`src/rtl/pilw_pkg.sv`:
```
package pilw_pkg;

    localparam int unsigned IdWidth = 63;

    typedef logic [IdWidth-1:0] id_t;

    // Request codes. Any other code behaves like a probe.
    localparam logic [1:0] REQ_ADD     = 2'd0;
    localparam logic [1:0] REQ_RESOLVE = 2'd1;
    localparam logic [1:0] REQ_PROBE   = 2'd2;

    // Sequencer states, one-hot.
    typedef enum logic [3:0] {
        ST_IDLE = 4'b0001,
        ST_CMP  = 4'b0010,
        ST_UPD  = 4'b0100,
        ST_RES  = 4'b1000
    } state_t;

    // Commands from the sequencer to the row of cells.
    typedef struct packed {
        logic compare;
        logic apply_add;
        logic apply_resolve;
    } chain_cmd_t;

    // Commands that every cell sees.
    typedef struct packed {
        logic compare;
        logic insert;
        logic remove;
    } cell_cmd_t;

    // Status from the row of cells back to the sequencer.
    typedef struct packed {
        logic any_eq;
        logic full;
        logic head_valid;
        id_t  head_id;
    } chain_stat_t;

endpackage

```
`src/rtl/pilw_cell.sv`:
```
// One slot of the sorted row. Valid slots are packed at the low end and
// hold their ids in ascending order.
module pilw_cell (
    input  logic                 aclk,
    input  logic                 aresetn,
    input  pilw_pkg::cell_cmd_t  cmd,
    input  pilw_pkg::id_t        key,
    input  logic                 left_lt,
    input  logic                 left_valid,
    input  pilw_pkg::id_t        left_id,
    input  logic                 right_valid,
    input  pilw_pkg::id_t        right_id,
    output logic                 valid,
    output pilw_pkg::id_t        id,
    output logic                 lt,
    output logic                 eq
);

    logic          valid_reg;
    logic          valid_next;
    pilw_pkg::id_t id_reg;
    pilw_pkg::id_t id_next;
    logic          lt_reg;
    logic          eq_reg;

    always_comb begin
        valid_next = valid_reg;
        id_next    = id_reg;
        if (cmd.insert && !lt_reg) begin
            // The first slot whose id is above the key, or the first free slot if
            // there is none, takes the key; every slot above it shifts up by one.
            if (left_lt) begin
                valid_next = 1'b1;
                id_next    = key;
            end else begin
                valid_next = left_valid;
                id_next    = left_id;
            end
        end else if (cmd.remove && !lt_reg) begin
            valid_next = right_valid;
            id_next    = right_id;
        end
    end

    always_ff @(posedge aclk) begin
        if (!aresetn) begin
            valid_reg <= 1'b0;
            lt_reg    <= 1'b0;
            eq_reg    <= 1'b0;
        end else begin
            valid_reg <= valid_next;
            if (cmd.compare) begin
                lt_reg <= valid_reg && (id_reg < key);
                eq_reg <= valid_reg && (id_reg == key);
            end
        end
    end

    always_ff @(posedge aclk) begin
        id_reg <= id_next;
    end

    assign valid = valid_reg;
    assign id    = id_reg;
    assign lt    = lt_reg;
    assign eq    = eq_reg;

endmodule

```
`src/rtl/pilw_chain.sv`:
```
// Row of cells with the neighbor links, the match reduction and the
// decision whether the pending add or resolve really changes the set.
module pilw_chain #(
    parameter int unsigned CAPACITY = 16
) (
    input  logic                  aclk,
    input  logic                  aresetn,
    input  pilw_pkg::chain_cmd_t  cmd,
    input  pilw_pkg::id_t         key,
    output pilw_pkg::chain_stat_t stat
);

    logic [CAPACITY-1:0] valid_w;
    logic [CAPACITY-1:0] lt_w;
    logic [CAPACITY-1:0] eq_w;
    pilw_pkg::id_t       id_w [CAPACITY];
    logic                any_eq;
    logic                full;
    pilw_pkg::cell_cmd_t cell_cmd;

    assign any_eq = |eq_w;
    assign full   = valid_w[CAPACITY-1];

    always_comb begin
        cell_cmd.compare = cmd.compare;
        cell_cmd.insert  = cmd.apply_add && !any_eq && !full;
        cell_cmd.remove  = cmd.apply_resolve && any_eq;
    end

    for (genvar i = 0; i < CAPACITY; i++) begin : g_cell
        logic          left_lt;
        logic          left_valid;
        pilw_pkg::id_t left_id;
        logic          right_valid;
        pilw_pkg::id_t right_id;

        if (i == 0) begin : g_left_end
            assign left_lt    = 1'b1;
            assign left_valid = 1'b0;
            assign left_id    = '0;
        end else begin : g_left
            assign left_lt    = lt_w[i-1];
            assign left_valid = valid_w[i-1];
            assign left_id    = id_w[i-1];
        end

        if (i == CAPACITY - 1) begin : g_right_end
            assign right_valid = 1'b0;
            assign right_id    = '0;
        end else begin : g_right
            assign right_valid = valid_w[i+1];
            assign right_id    = id_w[i+1];
        end

        pilw_cell u_cell (
            .aclk        (aclk),
            .aresetn     (aresetn),
            .cmd         (cell_cmd),
            .key         (key),
            .left_lt     (left_lt),
            .left_valid  (left_valid),
            .left_id     (left_id),
            .right_valid (right_valid),
            .right_id    (right_id),
            .valid       (valid_w[i]),
            .id          (id_w[i]),
            .lt          (lt_w[i]),
            .eq          (eq_w[i])
        );
    end

    always_comb begin
        stat.any_eq     = any_eq;
        stat.full       = full;
        stat.head_valid = valid_w[0];
        stat.head_id    = id_w[0];
    end

endmodule

```
`src/rtl/pending_id_low_watermark.sv`:
```
// Tracker for record ids that are still in flight. Each request adds an id,
// resolves an id or only probes, and yields exactly one result: the committed
// watermark (lowest pending id minus one, or the highest id ever added when
// nothing is pending), the lowest pending id, an empty flag, whether the
// request's id is the lowest pending one, and an overflow flag for an add that
// found all CAPACITY slots taken. The pending ids live in a row of CAPACITY
// cells that keep them sorted in ascending order, so the lowest id is always
// in the first cell; an add shifts the higher ids up by one cell and a
// resolve shifts them down, each cell moving data only to its neighbor.
// A request passes through these steps in order: it is accepted and latched
// while the block is idle, every cell compares its id against it, the row is
// updated in one shift, and the result is formed from the head cell and
// loaded into the result register. The block takes no new request until it
// is idle again after the result step. A new request is accepted while the
// previous result still waits in the output register; the result step holds
// only if that register is still full.
module pending_id_low_watermark #(
    parameter int unsigned CAPACITY = 16
) (
    input  logic                  aclk,
    input  logic                  aresetn,
    input  logic                  s_valid,
    output logic                  s_ready,
    input  logic [1:0]            s_req_type,
    input  logic [62:0]           s_record_id,
    output logic                  m_valid,
    input  logic                  m_ready,
    output logic [62:0]           m_committed_mark,
    output logic [62:0]           m_lowest_pending,
    output logic                  m_none_pending,
    output logic                  m_is_first_hidden,
    output logic                  m_overflow
);

    pilw_pkg::state_t      state_reg;
    pilw_pkg::state_t      state_next;
    logic [1:0]            req_reg;
    pilw_pkg::id_t         key_reg;
    pilw_pkg::id_t         highest_reg;
    logic                  ovf_reg;
    logic                  m_valid_reg;
    pilw_pkg::id_t         mark_reg;
    pilw_pkg::id_t         lowest_reg;
    logic                  none_reg;
    logic                  first_reg;
    logic                  m_ovf_reg;

    pilw_pkg::chain_cmd_t  chain_cmd;
    pilw_pkg::chain_stat_t chain_stat;
    logic                  req_is_add;
    logic                  add_taken;
    logic                  add_dropped;
    logic                  load_result;

    assign req_is_add  = (req_reg == pilw_pkg::REQ_ADD);
    // An add is stored only if the id is new and a slot is free. A
    // duplicate add is silent even when the set is full.
    assign add_taken   = req_is_add && !chain_stat.any_eq && !chain_stat.full;
    assign add_dropped = req_is_add && !chain_stat.any_eq && chain_stat.full;

    always_comb begin
        chain_cmd.compare       = (state_reg == pilw_pkg::ST_CMP);
        chain_cmd.apply_add     = (state_reg == pilw_pkg::ST_UPD) && req_is_add;
        chain_cmd.apply_resolve = (state_reg == pilw_pkg::ST_UPD)
                                  && (req_reg == pilw_pkg::REQ_RESOLVE);
    end

    pilw_chain #(
        .CAPACITY (CAPACITY)
    ) u_chain (
        .aclk    (aclk),
        .aresetn (aresetn),
        .cmd     (chain_cmd),
        .key     (key_reg),
        .stat    (chain_stat)
    );

    assign s_ready     = (state_reg == pilw_pkg::ST_IDLE);
    assign load_result = (state_reg == pilw_pkg::ST_RES) && (!m_valid_reg || m_ready);

    always_comb begin
        state_next = state_reg;
        case (state_reg)
            pilw_pkg::ST_IDLE: begin
                if (s_valid) begin
                    state_next = pilw_pkg::ST_CMP;
                end
            end
            pilw_pkg::ST_CMP: begin
                state_next = pilw_pkg::ST_UPD;
            end
            pilw_pkg::ST_UPD: begin
                state_next = pilw_pkg::ST_RES;
            end
            pilw_pkg::ST_RES: begin
                if (load_result) begin
                    state_next = pilw_pkg::ST_IDLE;
                end
            end
            default: begin
                state_next = pilw_pkg::ST_IDLE;
            end
        endcase
    end

    // Control state.
    always_ff @(posedge aclk) begin
        if (!aresetn) begin
            state_reg   <= pilw_pkg::ST_IDLE;
            highest_reg <= '0;
            m_valid_reg <= 1'b0;
        end else begin
            state_reg <= state_next;
            if ((state_reg == pilw_pkg::ST_UPD) && add_taken && (key_reg > highest_reg)) begin
                highest_reg <= key_reg;
            end
            if (load_result) begin
                m_valid_reg <= 1'b1;
            end else if (m_ready) begin
                m_valid_reg <= 1'b0;
            end
        end
    end

    // Request and result payload.
    always_ff @(posedge aclk) begin
        if (s_valid && s_ready) begin
            req_reg <= s_req_type;
            key_reg <= s_record_id;
        end
        if (state_reg == pilw_pkg::ST_UPD) begin
            ovf_reg <= add_dropped;
        end
        if (load_result) begin
            // When the head id is zero the mark wraps to all ones.
            mark_reg   <= chain_stat.head_valid ? (chain_stat.head_id - 63'd1) : highest_reg;
            lowest_reg <= chain_stat.head_valid ? chain_stat.head_id : '0;
            none_reg   <= !chain_stat.head_valid;
            first_reg  <= chain_stat.head_valid && (chain_stat.head_id == key_reg);
            m_ovf_reg  <= ovf_reg;
        end
    end

    assign m_valid           = m_valid_reg;
    assign m_committed_mark  = mark_reg;
    assign m_lowest_pending  = lowest_reg;
    assign m_none_pending    = none_reg;
    assign m_is_first_hidden = first_reg;
    assign m_overflow        = m_ovf_reg;

endmodule

```
`config.mk`:
```
export PLATFORM = sky130hd
export DESIGN_NAME = pending_id_low_watermark
export DESIGN_NICKNAME = d
export VERILOG_FILES = /design/src/rtl/pilw_pkg.sv /design/src/rtl/pilw_cell.sv /design/src/rtl/pilw_chain.sv /design/src/rtl/pending_id_low_watermark.sv
export SDC_FILE = /design/constraint.sdc
export NUM_CORES = 2
export LEC_CHECK = 0
export BUFFER_PORTS_ARGS = -buffer_cell sky130_fd_sc_hd__buf_2
export CAP_MARGIN = 5
export CORE_ASPECT_RATIO = 0.9
export CORE_MARGIN = 3
export CORE_UTILIZATION = 30
export DETAILED_ROUTE_END_ITERATION = 6
export SLEW_MARGIN = 20
export SYNTH_ARGS = -nofsm -noshare
export SYNTH_HDL_FRONTEND = slang
export SYNTH_SLANG_ARGS = --single-unit
```
`constraint.sdc`:
```
create_clock -name aclk -period 18 [get_ports aclk]
set_input_delay 2.7 -clock aclk [delete_from_list [all_inputs] [get_ports aclk]]
set_output_delay 2.7 -clock aclk [all_outputs]
set_load 0.005 [all_outputs]
```
==> results.env <==
WORST_CLOCK_SKEW_NS=0.0540
DR_TOTAL_VIAS=69100
GLOBAL_ROUTE.OVERFLOW_TOTAL=0
FP.DIEH_UM=515
SHARE_OF_LAYOUT_CELLS_ABOVE_DRIVE_STRENGTH_1_PCT=8.71
DRT_ITER0_DRC=8402
ROWS=186
CRIT_REQUIRED_NS=18.75
POST-ROUTE-PERIOD-UTIL_PCT=28.8
POST_SYNTH_MUX_AREA_SHARE_PCT=13.0
CP_CELL_SEQUENCE='ha_1 > a21oi_1 > o21ai_0 > a221oi_1 > o22ai_1 > o21ai_0 > a21o_4 > buf_4 > mux2i_1'
ROUTED_WIRELENGTH_UM=342000
WORST_MAX_SLEW_PIN_SLEW_NS=1.27
DRT_PASS1_ITERATIONS=7
SYNTH-XOR-AREA-SHARE_PCT=0.122
TIMING.FINAL.MAX_SLEW_VIOLATIONS=0
POST_SYNTHESIS_ADDER_CELL_AREA_FRACTION_PCT=15.5
POST_SYNTH_AND_OR_NAND_NOR_AREA_FRACTION_PCT=10.4
SYNTH_FF_TYPE='edfxtp_1'
CRIT_ARRIVAL_NS=5.93
N_FILL_CELL=28700
POST_CTS_HOLD_BUFFER_COUNT=0
IR_DROP_V=0.0000738
LAYOUT-AREA-OVERHEAD-VS-SYNTH_PCT=12.1
YS.WARNINGS.COUNT=0
FINAL-HOLD-VIOLATION-COUNT=0
PLACED_AREA_SQ_UM=91500
DIEWIDTH_UM=571
CPPEAKSTAGEDELAY_NS=0.87
GRT_PASS1_VIAS=66400
MAXCAPVIOLATIONS=0
SYN_AREA_PER_CELL_SQ_UM=10.6
DESIGN.CORE.AREA_SQ_UM=286000
CP_SLOWEST_CELL='edfxtp_1'
SYNTH_SEQ_CELLS=1319
SYNTH_CELL_TYPES=67
VIOLATIONS='design-rule violations'
SYNTH_COMPOUND_AREA_SHARE_PCT=13.3
SYNTH_CELLS=8138
PORT_BUFFERS=199
DRC=1
PIN_COUNT=200
WORST_PATH_DOMINANT_CELL_FAMILY='compound AO/OA/AOI/OAI gates'
MAXIMUM_NUMBER_OF_PINS_ON_ONE_NET_BEFORE_GLOBAL_ROUTE_REPAIR=83
PATH_BUF_INV=1
CLKLATENCYLATEPIN_NS=0.85
AVGROUTEDWIREPERCELL_UM=28.5
CTS_MAX_LEVEL=4
FIN_SETUP_TNS_NS=0
PLACE_WS_NS=13.00
SEQUENTIAL_ELEMENT_SHARE_OF_THE_SYNTHESIZED_AREA_PCT=44.6
TRITONCTS='done'
FINAL_ANTENNA_NET_COUNT=0
CRITPATHCAPTURETYPE='register'
CTS_MAX_PATH_BUFFERS=4
AVGVIACOUNTPERCELL=5.75
PLACE.DETAILED.HPWL_UM=245000
SYNTH_ASYNC_SR_FLOP_SHARE_PCT=0
POWER_PER_CELL_AREA_nW_PER_UM2=75.9
WORST_SLACK_NS=12.81
RESULT_OF_THE_RUN='finished, violations left'
GRT_FIRST_PASS_WIRELENGTH_UM=485000
CLK_ROOT_BUFFER_CELL='clkbuf_16'
FINISH.NET_COUNT=9284
WORST_HOLD_PATH_TYPE='reg2reg'
CRIT_PATH_MAX_FANOUT=35
FINAL-SETUP-VIOL-COUNT=0
POSTCTSSETUPREPAIRBUFS=0
CTS_BUFFERS=161
EFFECTIVE_UTILIZATION_AT_FLOORPLAN_PCT=30.2
CTS.REPORTEDPATHS.CLKPINSLEW_NS=0.06
GRT_ANTENNA_BEFORE_REPAIR=26
CP-START-KIND='register'
CP_COMMON_CELL='o21ai_0'
FLOORPLAN.DIE_AREA_SQ_UM=294000
ACHIEVABLE-FREQUENCY_GHz=0.193
CTS.REPAIR.RESIZED=0
WORSTSETUPPATHTYPE='reg2reg'
FINAL_PERIOD_MINUS_WORST_SETUP_SLACK_NS=5.19
CLOCK_SINK_COUNT=1319
RSZ_0062_RAISED_AFTER_GLOBAL_ROUTING='false'
SYNTH.CELL_AREA_SQ_UM=86300
GRT_USE_TOTAL_PCT=22.4
STDCELL_AREA_SQ_UM=96700
STATIC-LEAKAGE-POWER_nW=38.1
GP_ROUTABILITY_CONGESTION=0.983
COMBINATIONAL_FAMILY_WITH_THE_MOST_AREA_AFTER_SYNTHESIS='adder cells'
SYNTH_EDF_COUNT=1203
LARGEST_REGISTER_FFS=1008
SYN-NUM-NETS=9279
P_TOTAL_mW=7.34
SLEW-LIMIT-HEADROOM_PCT=15.6
==> final timing paths <==
check,from,endpoint,slack [ns],cells past startpoint
hold / removal,ovf_reg$_DFFE_PP_,m_overflow$_DFFE_PP_,0.42,0
hold reg to reg,ovf_reg$_DFFE_PP_,m_overflow$_DFFE_PP_,0.42,0
setup reg to reg,key_reg[32]$_DFFE_PP_,highest_reg[38]$_SDFFE_PN0P_,12.81,9
setup / recovery,key_reg[32]$_DFFE_PP_,highest_reg[38]$_SDFFE_PN0P_,12.81,9
==> cell type report <==
class                           count  area [sq um]  area share (%)
Timing Repair Buffer              349          2130            2.20
Inverter                          174           654           0.677
Multi-Input combinational cell   6138         45500            47.1
Tap cell                         3760          4700            4.86
Clock inverter                     72           808           0.836
Clock buffer                      211          4370            4.52
Sequential cell                  1319         38500            39.8
Antenna cell                        6          15.0          0.0155
==> cells by family after synthesis <==
family                     Yosys count
adders and majority gates         1072
AOI/OAI and AO/OA                 1993
and+or+nand+nor                   1947
xor gates and xnor gates            12
DFF                               1319
buffers and inverters              681
muxes                             1114
==> stage by stage <==
stage / utilization, % / instances / hold WS (ns)
after floorplan: - / 8138 / 0.400
after global placement: 32.0 / 11700 / 0.411
after detailed placement: 32.0 / 11700 / 0.410
after CTS: 33.8 / 12000 / 0.425
after global routing: 33.8 / 12000 / 0.442
final: 33.8 / 12000 / 0.421
==> routing by layer <==
metal,global-route usage (%),up-vias,share of wire [%]
met3,5.42,679,10
met1,30.6,34300,42
li1,-,30500,-
met5,0,-,0.018
met4,9.19,10,4.6
met2,33.8,3651,43
==> placed cells by master, fill, tap and decap left out, drive strengths merged, types with 16 or more instances in the layout <==
master	instances
edfxtp	1203
nand2	1099
ha	1072
mux2i	1052
o21ai	1048
a21o	437
a21oi	376
buf	348
nand4	258
clkbuf	212
nor2	209
inv	176
dfxtp	116
and2	72
mux2	62
nor4	50
clkinv	50
nor2b	44
nor3	41
nand2b	36
nand3	30
a211oi	20
or3	19
a21boi	18
or4	17
bufinv	17
and4	16
a22oi	16
==> Yosys cell counts, types with 9 or more instances <==
cell / instances / area, sq um
edfxtp_1: 1203 / 36100
nand2_1: 1099 / 4130
ha_1: 1072 / 13400
mux2i_1: 1052 / 10500
o21ai_0: 1033 / 5170
clkbuf_1: 454 / 1700
a21o_1: 437 / 3280
a21oi_1: 376 / 1880
nand4_1: 258 / 1610
nor2_1: 209 / 785
inv_1: 174 / 653
dfxtp_1: 116 / 2320
and2_1: 71 / 444
mux2_2: 62 / 698
nor4_1: 49 / 307
nor2b_1: 44 / 275
nor3_1: 41 / 205
nand2b_1: 36 / 225
nand3_1: 30 / 150
buf_2: 28 / 140
a211oi_1: 20 / 150
or3_1: 19 / 119
a21boi_0: 17 / 128
buf_1: 17 / 63.8
or4_1: 17 / 128
a22oi_1: 16 / 120
and4_1: 16 / 140
nand4b_1: 15 / 131
o21ai_1: 15 / 75.1
nand3b_1: 11 / 82.6
or2_2: 10 / 62.6
o2111ai_1: 9 / 78.8
o31ai_1: 9 / 67.6
==> worst reg2reg max path: cells and delay by family, from the launching register on <==
family	cells	cell delay, ns
buffers and inverters	1	0.80
adders and majority gates	1	0.37
DFF	1	0.87
muxes	1	0.36
AOI/OAI and AO/OA	6	2.71
==> where the power goes <==
part,total (mW),internal (mW),switching [mW]
Sequential,3.35,3.31,0.0380
Clock,3.35,1.95,1.40
Combinational,0.637,0.212,0.425
Power figures use the tool's default switching activity.
